===== config.mk =====
export PLATFORM = sky130hd
export DESIGN_NAME = wcl_ctrl
export DESIGN_NICKNAME = d
export VERILOG_FILES = /design/src/design/wcl_pkg.sv /design/src/design/wcl_ctrl.sv
export SDC_FILE = /design/constraint.sdc
export NUM_CORES = 1
export LEC_CHECK = 0
export BUFFER_PORTS_ARGS = -buffer_cell sky130_fd_sc_hd__buf_2
export CAP_MARGIN = 20
export CORE_AREA = 2 2 39 41
export CTS_CLUSTER_SIZE = 24
export DETAILED_ROUTE_END_ITERATION = 10
export DIE_AREA = 0 0 41 43
export GPL_ROUTABILITY_DRIVEN = 0
export MAX_ROUTING_LAYER = met4
export PLACE_DENSITY_LB_ADDON = 0.05
export SETUP_SLACK_MARGIN = 0.4
export SLEW_MARGIN = 10
export SYNTH_ARGS = -nofsm -noshare
export SYNTH_HDL_FRONTEND = slang
export SYNTH_SLANG_ARGS = --single-unit

===== constraint.sdc =====
create_clock -name clk_i -period 3.3 [get_ports clk_i]
set_input_delay 0.33 -clock clk_i [delete_from_list [all_inputs] [get_ports clk_i]]
set_output_delay 0.33 -clock clk_i [all_outputs]
set_load 0.005 [all_outputs]

===== src/design/wcl_pkg.sv =====
// Package: shared types, constants and tables for the weighted centroid locator.
package wcl_pkg;

  localparam int unsigned MaxBeaconsDefault = 16;
  localparam logic [15:0] WindowReset = 16'd15000;
  localparam logic [15:0] MapReset = 16'hFFFF;
  localparam logic [7:0] RunnerUpReset = -8'sd120;
  localparam logic [39:0] W40Max = {40{1'b1}};
  localparam logic [1:0] CfgWindow = 2'd0;
  localparam logic [1:0] CfgMapW = 2'd1;
  localparam logic [1:0] CfgMapH = 2'd2;

  typedef enum logic [3:0] {
    ST_IDLE, ST_AGE_DIV, ST_DIST_DIV, ST_MUL1, ST_MUL2, ST_MUL3, ST_ACC,
    ST_CHECK, ST_DIV_X, ST_DIV_Y, ST_SNAP, ST_OUT
  } state_e;

  typedef struct packed {
    logic capture;
    logic start_age;
    logic start_dist;
    logic mul1;
    logic mul2;
    logic mul3;
    logic accumulate;
    logic start_div_x;
    logic start_div_y;
    logic snap;
    logic load_out;
    logic clear;
  } cmd_t;

  typedef struct packed {
    logic div_done;
    logic usable;
    logic last;
    logic none;
  } status_t;

  function automatic logic [19:0] root_tab(input logic [4:0] r);
    logic [19:0] v;
    case (r)
      5'd0: v = 20'd65536;   5'd1: v = 20'd73533;   5'd2: v = 20'd82505;
      5'd3: v = 20'd92572;   5'd4: v = 20'd103868;  5'd5: v = 20'd116541;
      5'd6: v = 20'd130762;  5'd7: v = 20'd146717;  5'd8: v = 20'd164619;
      5'd9: v = 20'd184706;  5'd10: v = 20'd207243; 5'd11: v = 20'd232531;
      5'd12: v = 20'd260904; 5'd13: v = 20'd292739; 5'd14: v = 20'd328458;
      5'd15: v = 20'd368536; 5'd16: v = 20'd413504; 5'd17: v = 20'd463959;
      5'd18: v = 20'd520571; 5'd19: v = 20'd584090;
      default: v = 20'd0;
    endcase
    return v;
  endfunction

  // Signal weight for rssi clamped to [-128,0]; m in [12,140].
  function automatic logic [35:0] sig_weight(input logic [7:0] m);
    logic [15:0] mq;
    logic [4:0] r;
    logic [2:0] q;
    logic [19:0] t;
    logic [55:0] p;
    mq = 16'(m) * 16'd205;
    q = mq[14:12];
    r = 5'(m - 8'(q) * 8'd20);
    t = root_tab(r);
    case (q)
      3'd0: p = (56'(t) * 56'h51EB851F) >> 37;
      3'd1: p = (56'(t) * 56'hCCCCCCCD) >> 35;
      3'd2: p = 56'(t);
      3'd3: p = 56'(t) * 56'd10;
      3'd4: p = 56'(t) * 56'd100;
      3'd5: p = 56'(t) * 56'd1000;
      3'd6: p = 56'(t) * 56'd10000;
      default: p = 56'(t) * 56'd100000;
    endcase
    return 36'(p);
  endfunction

endpackage


===== src/design/wcl_ctrl.sv =====
// Controller: weighting and accumulation per request, final division per set.
module wcl_ctrl (
  input  logic             clk_i,
  input  logic             rst_ni,
  input  logic             in_valid_i,
  output logic             in_ready_o,
  output logic             out_valid_o,
  input  logic             out_ready_i,
  input  wcl_pkg::status_t status_i,
  output wcl_pkg::cmd_t    cmd_o
);
  import wcl_pkg::*;

  state_e state_q, state_d;
  logic   out_valid_q, out_valid_d;

  always_ff @(posedge clk_i or negedge rst_ni) begin
    if (!rst_ni) begin
      state_q <= ST_IDLE; out_valid_q <= 1'b0;
    end else begin
      state_q <= state_d; out_valid_q <= out_valid_d;
    end
  end

  always_comb begin
    state_d = state_q;
    cmd_o = '0;
    in_ready_o = 1'b0;
    out_valid_d = out_valid_q;
    if (out_valid_q && out_ready_i) out_valid_d = 1'b0;
    case (state_q)
      ST_IDLE: begin
        in_ready_o = 1'b1;
        if (in_valid_i) begin
          cmd_o.capture = 1'b1; state_d = ST_AGE_DIV;
        end
      end
      ST_AGE_DIV: begin
        if (status_i.usable) begin
          cmd_o.start_age = 1'b1; state_d = ST_DIST_DIV;
        end else begin
          state_d = ST_CHECK;
        end
      end
      ST_DIST_DIV: if (status_i.div_done) begin
        cmd_o.start_dist = 1'b1; state_d = ST_MUL1;
      end
      ST_MUL1: if (status_i.div_done) begin
        cmd_o.mul1 = 1'b1; state_d = ST_MUL2;
      end
      ST_MUL2: begin cmd_o.mul2 = 1'b1; state_d = ST_MUL3; end
      ST_MUL3: begin cmd_o.mul3 = 1'b1; state_d = ST_ACC; end
      ST_ACC: begin cmd_o.accumulate = 1'b1; state_d = ST_CHECK; end
      ST_CHECK: begin
        if (!status_i.last) state_d = ST_IDLE;
        else if (status_i.none) state_d = ST_OUT;
        else begin
          cmd_o.start_div_x = 1'b1; state_d = ST_DIV_X;
        end
      end
      ST_DIV_X: if (status_i.div_done) begin
        cmd_o.start_div_y = 1'b1; state_d = ST_DIV_Y;
      end
      ST_DIV_Y: if (status_i.div_done) state_d = ST_SNAP;
      ST_SNAP: begin cmd_o.snap = 1'b1; state_d = ST_OUT; end
      ST_OUT: if (!out_valid_q || out_ready_i) begin
        cmd_o.load_out = 1'b1; cmd_o.clear = 1'b1;
        out_valid_d = 1'b1; state_d = ST_IDLE;
      end
      default: state_d = ST_IDLE;
    endcase
  end

  assign out_valid_o = out_valid_q;

  assert property (@(posedge clk_i) disable iff (!rst_ni)
    cmd_o.load_out |=> out_valid_o)
    else $error("result not presented");
  assert property (@(posedge clk_i) disable iff (!rst_ni)
    (in_ready_o && in_valid_i) |=> (state_q == ST_AGE_DIV))
    else $error("request not started");
  assert property (@(posedge clk_i) disable iff (!rst_ni)
    $onehot0({cmd_o.start_age, cmd_o.start_dist, cmd_o.start_div_x, cmd_o.start_div_y}))
    else $error("divider started twice");
endmodule


==> impl_metrics.py <==
metrics = {
    "run_status": {
        "status": "complete, no violations",
    },
    "clock_tree": {
        "htreeDepth": 1,
        "postCtsHoldBufs": 1,
        "cts_resized": 0,
        "cts_setup_buffers": 0,
        "cts_tree": "done",
        "clk_path_buf_depth": 2,
        "cts_buffers": 3,
        "insertion_delay_ns": 0.24,
        "clk_pin_slew_worst_paths_ns": 0.04,
        "cts_root_buf": "clkbuf_4",
        "clkSinkCount": 5,
    },
    "finish": {
        "drive_gt1_share_pct": 32.9,
        "nets": 88,
        "design_area_um2": 562,
        "antenna_cells": 0,
        "fin_cells": 95,
        "syn2layout_area_growth_pct": 30.5,
    },
    "min_path": {
        "worstHoldStart": "out_ready_i",
        "min_path_cells": 3,
        "whs_endpoint": "out_valid_o",
        "hp-class": "primary input to register",
    },
    "synth": {
        "synth_cell_type_count": 28,
        "syn_avg_cell_area_um2": 7.42,
        "synth-edff-count": 0,
        "syn_area_um2": 430,
        "synth_seq_cells": 5,
        "synth_cells": 58,
        "yosys_warnings": 0,
        "synth_commonest_cells": "nor2_1, nand2_1, dfrtp_1",
        "synth_flop_cell": "dfrtp_1",
        "synth_top_cell_by_area": "dfrtp_1",
        "synthTopCellsByArea": "dfrtp_1, nor2_1, nand2b_1",
        "synthesis.nets": 66,
        "synth_seq_area_share_pct": 29.1,
        "async_flop_share_pct": 100,
        "synth_top_area_share_pct": 29.1,
        "synth.most_common_cell": "nor2_1",
    },
    "sta": {
        "final-hold-violation-count": 0,
        "tns_ns": 0,
        "period_share_pct": 53.7,
        "hold_slack_ns": 0.413,
        "rsz0062_at_grt": "no",
        "fin_crit_ns": 1.77,
        "slew_headroom_pct": 72.9,
        "worstMarginPinSlew_ns": 0.407,
        "setup-violations-final": 0,
        "slew_violations": 0,
        "fmax_mhz": 564,
        "skew_ns": 0.00240,
    },
    "detailed_routing": {
        "drtPass1Iterations": 3,
        "top_layer": "met4",
        "wire_per_inst_um": 11.4,
        "drtAntennaViolNets": 0,
        "wl_met3_um": 87,
        "met2WireLength_um": 467,
        "routed_wl_um": 1080,
        "route.vias.total": 483,
        "routed_via_density": 5.08,
        "wl_met1_um": 518,
        "drc": 0,
        "drt_iter0_drc": 4,
    },
    "global_route": {
        "grt.overflow.total": 0,
        "grtUsageTotal_pct": 15.0,
        "grt_pass1_wl_um": 1770,
        "grt_pass1_vias": 432,
        "grt_start_max_net_pins": 17,
        "grt_antenna_before_repair": 0,
    },
    "setup_path": {
        "rrSetupSlack_ns": 1.66,
        "reg2reg_depth": 3,
        "worstSetupPathType": "register to output port",
        "cp_slowest_cell": "dfrtp_1",
        "crit_path_end_kind": "output port",
        "required_ns": 2.97,
        "cp-start-kind": "register",
        "crit_chain": "nor2b_1 > nand3_1 > nor2_1 > buf_2",
        "r2r_end": "state_q[1]",
        "cpPeakStageDelay_ns": 0.53,
        "reg2reg_from": "state_q[1]",
        "critPathArrivalTime_ns": 1.44,
        "crit_fanout": 12,
    },
    "floorplan": {
        "fp.dieW_um": 41,
        "dieArea_um2": 1760,
        "coreArea_um2": 1380,
        "die_y_um": 43,
        "rows": 14,
        "start_util_pct": 31.1,
        "io_pins": 22,
    },
    "place": {
        "portBuffers": 21,
        "placed_cells": 90,
        "dpl_cell_area_um2": 526,
        "place_hpwl_um": 835,
    },
    "job": {
        "maxCapViolCount": 0,
    },
    "power_and_ir_drop": {
        "p_int_w": 0.000250,
        "switching_share_pct": 45.9,
        "vdd_ir_drop_max_v": 0.000347,
        "combPwrFrac_pct": 47.9,
        "p_leak_nw": 0.296,
        "powerDensity_nw_per_um2": 822,
        "power_w": 0.000462,
        "power_frac_seq_pct": 36.9,
        "clockPowerShare_pct": 15.2,
        "switchingPower_w": 0.000212,
    },
}
## logic make-up after synthesis
kind of cell           Yosys count  share of synthesized area (%)
AO/OA/AOI/OAI                   12                           19.5
buffers and inverters            6                           7.85
flip-flops                       5                           29.1
AND/OR/NAND/NOR                 35                           43.6
## state kept, by name (all words and copies together), names as in the netlist
| signal | flops |
|---|---|
| state_q | 4 |
| out_valid_o | 1 |
## worst max-delay path, delay by kind of cell (launching register included)
| kind | cells | cell delay [ns] |
|---|---|---|
| and+or+nand+nor | 3 | 0.55 |
| DFF | 1 | 0.53 |
| buffers and inverters | 1 | 0.12 |
## how the worst max path moves through the flow
stage                    start    endpoint  slack, ns  depth (start not counted)
floorplan           state_q[1]   cmd_o[11]       1.83                          3
global placement    state_q[1]  state_q[0]       1.72                          3
detailed placement  state_q[1]  state_q[1]       1.67                          3
CTS                 state_q[3]    cmd_o[1]       1.52                          4
global route        state_q[3]    cmd_o[1]       1.39                          4
finish              state_q[3]    cmd_o[1]       1.53                          4
## cells in the final DEF, fill, tap and decap left out, types with 2 or more instances in the layout
| master | Yosys | final |
|---|---|---|
| nor2_1 | 8 | 8 |
| nand3_1 | 2 | 2 |
| nand2b_1 | 4 | 4 |
| and3_1 | 3 | 3 |
| nand2_1 | 6 | 6 |
| clkbuf_4 | 0 | 3 |
| o21ai_0 | 3 | 3 |
| or3b_2 | 2 | 2 |
| nor3_1 | 2 | 2 |
| a21oi_1 | 2 | 2 |
| dfrtp_1 | 5 | 5 |
| buf_2 | 0 | 21 |
| nor2b_1 | 3 | 3 |
## power by group through the flow
stage | logic [W] | registers [W] | clock network (W)
after global placement | 0.000228 | 0.000169 | 0
after global routing | 0.000256 | 0.000183 | 0.0000778
final | 0.000221 | 0.000170 | 0.0000702
after CTS | 0.000226 | 0.000169 | 0.0000735
after detailed placement | 0.000223 | 0.000170 | 0
after floorplan | 0.000220 | 0.000111 | 0
## area by class of cell
| type | instances | area [um2] |
|---|---|---|
| Clock buffer | 4 | 26.3 |
| Fill cell | 150 | 822 |
| Inverter | 1 | 3.75 |
| Multi-Input combinational cell | 47 | 272 |
| Sequential cell | 5 | 125 |
| Tap cell | 16 | 20.0 |
| Timing Repair Buffer | 22 | 115 |
## per-layer routing
metal	GRT usage, %	vias up
met5	-	-
met1	20.0	215
met4	6.00	0
met2	20.6	15
met3	4.71	2
li1	-	251
## metrics by stage
stage	util, %	worst slack, ns
2_1_floorplan	-	1.83
3_3_place_gp	38.0	1.72
3_5_place_dp	38.0	1.67
4_1_cts	40.6	1.52
5_1_grt	40.6	1.39
6_report	40.6	1.53
No activity file was read; power rests on OpenSTA's default activity.
